[config.mk]
export PLATFORM = sky130hd
export DESIGN_NAME = colex_combination_unrank
export DESIGN_NICKNAME = d
export VERILOG_FILES = /design/src/hw/rtl/colex_pkg.sv /design/src/hw/rtl/colex_cell.sv /design/src/hw/rtl/colex_combination_unrank.sv
export VERILOG_INCLUDE_DIRS = /design/src /design/src/hw/rtl
export SDC_FILE = /design/constraint.sdc
export NUM_CORES = 2
export LEC_CHECK = 0
export CORE_MARGIN = 2
export CORE_UTILIZATION = 45
export DETAILED_ROUTE_END_ITERATION = 12
export DONT_BUFFER_PORTS = 1
export GPL_ROUTABILITY_DRIVEN = 0
export PLACE_DENSITY = 0.6
export SLEW_MARGIN = 25
export SYNTH_ARGS = -nofsm -noshare
export SYNTH_HDL_FRONTEND = slang
export SYNTH_SLANG_ARGS = --single-unit
[constraint.sdc]
create_clock -name clk -period 65.4 [get_ports clk]
set_input_delay 16.35 -clock clk [delete_from_list [all_inputs] [get_ports clk]]
set_output_delay 16.35 -clock clk [all_outputs]
set_load 0.01 [all_outputs]
[src/hw/rtl/assert_macros.svh]
// Assertion helpers shared by the RTL files.
`ifndef ASSERT_MACROS_SVH
`define ASSERT_MACROS_SVH

// The consequent must hold in the same cycle as the antecedent.
`define ASSERT_IMPL(label, clk, rst, ante, cons, msg) \
  label: assert property (@(posedge clk) disable iff (rst) (ante) |-> (cons)) \
    else $error(msg);

// The consequent must hold in the cycle after the antecedent.
`define ASSERT_NEXT(label, clk, rst, ante, cons, msg) \
  label: assert property (@(posedge clk) disable iff (rst) (ante) |=> (cons)) \
    else $error(msg);

`endif

[src/hw/rtl/colex_pkg.sv]
`default_nettype none

package colex_pkg;

  localparam int POSITIONS = 30;
  localparam int SET_BITS  = 8;
  localparam int RANK_W    = 23;
  localparam int MASK_W    = POSITIONS;
  localparam int K_W       = $clog2(SET_BITS + 1);
  localparam int POS_W     = $clog2(POSITIONS + 1);

  typedef logic [RANK_W-1:0] rank_t;
  typedef rank_t [SET_BITS:0] binom_row_t;
  typedef binom_row_t [POSITIONS:0] binom_tab_t;

  // What travels from one cell to the next.
  typedef struct packed {
    logic             valid;
    logic             oor;
    logic [K_W-1:0]   k;
    rank_t            rank;
    logic [MASK_W-1:0] mask;
  } stage_t;

  // Pascal's triangle, evaluated at elaboration. C(n,k) is 0 for n < k.
  function automatic binom_tab_t build_binom();
    binom_tab_t t;
    t = '0;
    for (int n = 0; n <= POSITIONS; n++) begin
      t[n][0] = rank_t'(1);
      for (int k = 1; k <= SET_BITS; k++) begin
        if (n > 0) begin
          t[n][k] = t[n-1][k-1] + t[n-1][k];
        end
      end
    end
    return t;
  endfunction

  localparam binom_tab_t BINOM      = build_binom();
  localparam rank_t      RANK_LIMIT = BINOM[POSITIONS][SET_BITS];

endpackage

`default_nettype wire

[src/hw/rtl/colex_cell.sv]
`default_nettype none

`include "assert_macros.svh"

module colex_cell import colex_pkg::*; (
  input  wire logic            clk,
  input  wire logic            rst,
  input  wire logic            en,
  input  wire logic [POS_W-1:0] pos,
  input  wire stage_t          upstream,
  output stage_t               downstream
);

  stage_t stage;
  rank_t  coef;
  logic   take;

  assign coef = BINOM[pos][upstream.k];
  // Scanning positions downward, the first one whose binomial fits is the pick for this k.
  assign take = (upstream.k != '0) && (coef <= upstream.rank);

  always_ff @(posedge clk) begin
    if (rst) begin
      stage.valid <= 1'b0;
    end else if (en) begin
      stage.valid <= upstream.valid;
    end
    if (en) begin
      stage.oor <= upstream.oor;
      if (take) begin
        stage.k    <= upstream.k - K_W'(1);
        stage.rank <= upstream.rank - coef;
        stage.mask <= upstream.mask | (MASK_W'(1) << pos);
      end else begin
        stage.k    <= upstream.k;
        stage.rank <= upstream.rank;
        stage.mask <= upstream.mask;
      end
    end
  end

  assign downstream = stage;

  `ASSERT_IMPL(cell_count_a, clk, rst, downstream.valid && !downstream.oor,
    ($countones(downstream.mask) + int'(downstream.k)) == SET_BITS, "set bits plus k lost")
  `ASSERT_NEXT(cell_hold_a, clk, rst, !en, $stable(downstream), "cell moved while held")
  `ASSERT_NEXT(cell_rank_a, clk, rst, en && upstream.valid,
    downstream.rank <= $past(upstream.rank), "remaining rank grew")

endmodule

`default_nettype wire

[src/hw/rtl/colex_combination_unrank.sv]
`default_nettype none

// Colex unranking of 8-of-30 combinations. Each accepted rank comes back as a
// 30-bit mask with eight bits set, or as mask 0 with out_of_range high when the
// rank is C(30,8) = 5852925 or more. A rank passes an entry register and then a
// row of 30 cells, one per position from 29 down to 0; each cell compares the
// remaining rank with one constant binomial and, if it fits, sets its bit and
// subtracts. A new rank is taken every cycle while in_stall is low. The row
// advances as one: while a result waits under out_stall the whole row holds
// and in_stall is high.

`include "assert_macros.svh"

module colex_combination_unrank import colex_pkg::*; (
  input  wire logic              clk,
  input  wire logic              rst,
  input  wire logic              in_valid,
  output logic                   in_stall,
  input  wire logic [RANK_W-1:0] rank,
  output logic                   out_valid,
  input  wire logic              out_stall,
  output logic [MASK_W-1:0]      mask,
  output logic                   out_of_range
);

  stage_t entry;
  stage_t chain [POSITIONS+1];
  stage_t tail;
  logic   en;
  logic   too_big;

  assign tail      = chain[POSITIONS];
  assign out_valid = tail.valid;
  assign en        = !tail.valid || !out_stall;
  assign in_stall  = !en;
  assign too_big   = (rank >= RANK_LIMIT);

  always_ff @(posedge clk) begin
    if (rst) begin
      entry.valid <= 1'b0;
    end else if (en) begin
      entry.valid <= in_valid;
    end
    if (en) begin
      entry.oor  <= too_big;
      // An out-of-range beat starts with nothing left to pick, so it leaves with mask 0.
      entry.k    <= too_big ? '0 : K_W'(SET_BITS);
      entry.rank <= rank;
      entry.mask <= '0;
    end
  end

  assign chain[0] = entry;

  for (genvar i = 0; i < POSITIONS; i++) begin : g_cell
    colex_cell u_cell (
      .clk        (clk),
      .rst        (rst),
      .en         (en),
      .pos        (POS_W'(POSITIONS - 1 - i)),
      .upstream   (chain[i]),
      .downstream (chain[i+1])
    );
  end

  assign mask         = tail.mask;
  assign out_of_range = tail.oor;

  `ASSERT_IMPL(done_a, clk, rst, out_valid && !tail.oor,
    (tail.k == '0) && (tail.rank == '0), "rank not fully spent")
  `ASSERT_IMPL(popcount_a, clk, rst, out_valid && !tail.oor,
    $countones(tail.mask) == SET_BITS, "wrong number of set bits")
  `ASSERT_IMPL(err_mask_a, clk, rst, out_valid && tail.oor,
    tail.mask == '0, "mask not zero on error")

endmodule

`default_nettype wire
## After elaboration in Yosys (flattened, before gate mapping)

Memories as Yosys holds them, arrays and structs flattened. A register that Yosys moved wholly into a read port is not among the register bits.
Index checks and enable logic that the tools add are counted.
Widths: inputs -> output; s select.

- Add/sub/neg operators: 58
- $mul: 0
- Div/mod/pow operators: 0
- Order comparisons: 61
- Eq/ne operators: 0
- Shift-type cells: 0
- Muxes and demuxes: 90
- Bitwise logic cells: 0
- Reduce and logical (&&, ||, !) cells: 64

Operators with widths:

| cell | count |
|---|---|
| $mux 57 | 29 |
| $le 23x23->1 | 30 |
| $mux 23 | 30 |
| $sub 23x23->23 | 29 |
| $lt 4x5->1 const B | 30 |
| $mux 4 | 31 |
| $reduce_bool 4->1 | 30 |
| $sub 4x1->4 const B | 29 |
| $logic_and 1x1->1 | 30 |
| $ge 23x23->1 const B | 1 |
| $logic_not 1->1 | 3 |
| $logic_or 1x1->1 | 1 |

- Flip-flop bits (word level): 1,772
- Bits in latches: 0
- Memory bits (writable): 0
- Bits in read-only memories: 11,040
- Bits of input ports: 27
- Output and inout bits: 33
- Word-level logic and storage cells: 485
- Memories: 30

Memory list:

| name | depth | bits a word | rd ports | clocked after Yosys merged registers in | wr ports | RTL line | RTL |
|---|---|---|---|---|---|---|---|
| (name not given) | 16 | 23 | 1 | 1 | 0 | colex_cell.sv:18 | `assign coef = BINOM[pos][upstream.k];` |
| (name not given) | 16 | 23 | 1 | 1 | 0 | colex_cell.sv:18 |  |
| (name not given) | 16 | 23 | 1 | 1 | 0 | colex_cell.sv:18 |  |
| (name not given) | 16 | 23 | 1 | 1 | 0 | colex_cell.sv:18 |  |
| (name not given) | 16 | 23 | 1 | 1 | 0 | colex_cell.sv:18 |  |
| (name not given) | 16 | 23 | 1 | 1 | 0 | colex_cell.sv:18 |  |
| 24 more memories | - | - | - | - | - | - |  |

## Depth between registers and ports, before layout

- Depth in word-level cells: 6
- Mapped depth: 17
- Mapped depth without buffers: 16

## By module

A second synthesis with hierarchy kept.

- Cell total of the unflattened synthesis: 28,278
- Area, all modules: 219,680.7 sq um

Modules (own cells, without submodules):

| module | instances | cells each | area each (sq um) | seq. area each (sq um) |
|---|---|---|---|---|
| colex_cell at g_cell[14].u_cell ... | 24 | 942 | 7,320.8 | 1,761.7 |
| colex_cell at g_cell[12].u_cell | 1 | 952 | 7,333.3 | 1,761.7 |
| colex_cell at g_cell[9].u_cell | 1 | 973 | 7,303.3 | 1,761.7 |
| colex_cell at g_cell[11].u_cell | 1 | 924 | 7,201.9 | 1,761.7 |
| colex_cell at g_cell[13].u_cell | 1 | 953 | 7,191.9 | 1,761.7 |
| colex_cell at g_cell[10].u_cell | 1 | 914 | 7,070.5 | 1,761.7 |
| colex_cell at g_cell[0].u_cell | 1 | 904 | 6,972.9 | 1,761.7 |
| colex_combination_unrank | 1 | 50 | 908.4 | 770.7 |

## Least setup slack after synthesis

No wires, ideal clock.

- Path kind: input port to flip-flop
- From: input out_stall
- To: register g_cell[0].u_cell.coef[10] (netlist name)
- Setup time: 1,962 ps
- Arrival: 54,579 ps
- Required time: 63,438 ps
- Slack: 8,859 ps
- Stages: 7
- Buffers on the path: 5
- Path through: nand2_1 buf_1 buf_1 clkbuf_1 buf_1 clkbuf_1 a21oi_1

RTL lines:

| element | RTL line | RTL |
|---|---|---|
| start: declaration | colex_combination_unrank.sv:21 | `input wire logic out_stall,` |

## Worst setup path in the final report

- From: input out_stall
- To: output in_stall

- Word-level cells in the longest chain between the ends: 3

Ends and longest elaborated chain:

| element | RTL line | RTL |
|---|---|---|
| $logic_not 1->1 | colex_combination_unrank.sv:34 | `assign en = !tail.valid \|\| !out_stall;` |
| $logic_or 1x1->1 | colex_combination_unrank.sv:34 |  |
| $logic_not 1->1 | colex_combination_unrank.sv:35 | `assign in_stall = !en;` |
| end: declaration | colex_combination_unrank.sv:18 | `output logic in_stall,` |

No other way between the ends.

==> flow_metrics.tcl <==
set metrics [dict create \
    status "complete, no violations" \
    die_w_um 425 \
    post-route-period-util_pct 51.8 \
    hp-class "flop to flop" \
    clock_latency_ns 0.83 \
    port_buffers 0 \
    first_iter_violations 3500 \
    setup_viol 0 \
    crit_family "buffers and inverters" \
    ys_ff_latch 1627 \
    worst-slew-pin-transition_ns 0.945 \
    min_from "g_cell[18].u_cell.downstream[19]" \
    avgSynthCellArea_um2 11.5 \
    vias 50000 \
    critPathMaxFanout 59 \
    numCtsBuffers 179 \
    timing.rr.start "g_cell[29].u_cell.downstream[58]" \
    ys_top_cells_by_area "edfxtp_1 49%, dfxtp_1 8.2%, ha_1 6.9%" \
    synth_top_cell_by_area "edfxtp_1" \
    path_class "input port to primary output" \
    grt_pass1_wl_um 251000 \
    synth_warnings 0 \
    fp.coreArea_mm2 0.176 \
    cts.sinks 1627 \
    drive_gt1_share_pct 7.11 \
    chipHeight_um 425 \
    startpoint "out_stall" \
    grt_pass1_vias 49500 \
    synth_cells 6954 \
    overflow 0 \
    root_buffer "clkbuf_16" \
    htree_levels 4 \
    cp.arrival_ns 17.55 \
    slowest_delay_ns 0.69 \
    fmax_mhz 29.5 \
    ant_nets 0 \
    cts_tree "built" \
    drv_cap 0 \
    track_usage_pct 16.9 \
    post-cts-setup-buffers 0 \
    relSlewSlack_pct 35.2 \
    clk_pin_slew_worst_paths_ns 0.06 \
    synth_top_area_share_pct 49.0 \
    hpwl_um 108000 \
    setup_tns_ns 0 \
    rsz0062_at_grt "no" \
    synthesis.area_mm2 0.0797 \
    drc 0 \
    final_util_pct 50.3 \
    wl_um 152000 \
    firstDrtPassIters 7 \
    slew_violations 0 \
    cts_hold_buffers 0 \
    row_count 154 \
    syn-num-nets 7447 \
    ys_seq_area_share_pct 57.2 \
    async_flop_share_pct 0 \
    cts.repair.resized 0 \
    viasPerCell 5.26 \
    required_ns 49.05 \
    cp-end-kind "primary output" \
    area_growth_pct 11.1 \
    n_antenna_cell 0 \
    synth_edf_count 1300 \
    clock_path_buffers 3 \
    critPathBufInv 1 \
    synth_ff_type "edfxtp_1" \
    hold_violations 0 \
    cp_slowest_cell "inv_4" \
    period_needed_ns 33.90 \
    antenna_found_initial 1 \
    fin_nets 7508 \
    worstPathCellList "nand2_4 > inv_4" \
    ys_types 95 \
    routedWlPerCell_um 16.0 \
    initial_utilization_pct 45.3 \
    grt_max_degree 205 \
    num_io_pins 60 \
    fin_skew_ns 0.0298 \
    dieArea_mm2 0.181 \
    critPathLaunchType "input port" \
]
==> registers in the layout, indices dropped and copies added (netlist names) <==
name and flops:
chain 26, g_cell.u_cell.downstream 1305, g_cell.u_cell.coef 296
==> path summary, 6_finish.rpt <==
kind / endpoint / slack (ns) / cells after the start
worst min-delay path: g_cell[19].u_cell.downstream[19] / 0.40 / 0
worst max-delay path: in_stall / 31.50 / 2
worst min register to register: g_cell[19].u_cell.downstream[19] / 0.40 / 0
worst max register to register: g_cell[15].u_cell.coef[4] / 60.04 / 10
==> cells by family (layout without fill, tap and decap cells) <==
kind of cell / Yosys count / in the layout / synth area share [%]
adder cells (fa/ha/maj): 467 / 467 / 7.57
flip-flops: 1627 / 1627 / 57.2
buffers and inverters: 741 / 956 / 3.64
AO/OA/AOI/OAI: 1327 / 1327 / 10.3
multiplexers: 180 / 180 / 2.42
XOR/XNOR: 589 / 589 / 6.47
AND/OR/NAND/NOR: 2022 / 2022 / 12.4
other: 1 / 1 / 0.00470
==> stage by stage <==
| step | instance area (µm²) | cells | worst slack (ns) | hold WS, ns |
|---|---|---|---|---|
| 4_1_cts | 88500 | 9508 | 31.45 | 0.394 |
| 3_3_place_gp | 82300 | 9173 | 31.48 | 0.400 |
| 6_report | 88500 | 9509 | 31.50 | 0.399 |
| 2_1_floorplan | 79700 | 6954 | 8.86 | 0.400 |
| 3_5_place_dp | 82300 | 9173 | 31.44 | 0.405 |
| 5_1_grt | 88500 | 9509 | 31.38 | 0.404 |
==> area by class of cell <==
class	instances	area, µm²
clock inverters	95	1070
well taps	2340	2930
multi-input cells	4586	31300
repair buffers	45	383
clock buffers	240	5090
flip-flops and latches	1627	45600
inverters	576	2160
fillers	15500	87600
==> cells in the final DEF (no fill, tap or decap), types with 264 or more instances in the layout <==
| master | count |
|---|---|
| xnor2_1 | 278 |
| xor2_1 | 311 |
| dfxtp_1 | 327 |
| a21oi_1 | 264 |
| nand2_1 | 693 |
| inv_1 | 570 |
| o21ai_0 | 503 |
| edfxtp_1 | 1300 |
| ha_1 | 440 |
| nor2_1 | 382 |
==> per-layer routing <==
metal	vias up	routed length, µm	track usage [%]
li1	25200	-	-
met1	23800	70700	22.6
met2	791	72000	28.1
met3	243	5500	2.60
met4	0	3630	5.29
met5	-	0	0
==> cell usage after synthesis (all sizes together), types with 117 or more instances <==
| cell type | instances |
|---|---|
| a21oi | 265 |
| dfxtp | 327 |
| a21o | 142 |
| inv | 574 |
| nand2b | 117 |
| edfxtp | 1300 |
| nand2 | 695 |
| xor2 | 311 |
| nor2 | 382 |
| xnor2 | 278 |
| ha | 440 |
| nor3 | 175 |
| o21ai | 516 |
Power is not shown: default switching activity piles up to over one toggle a cycle in this logic, so the estimate is an artifact.
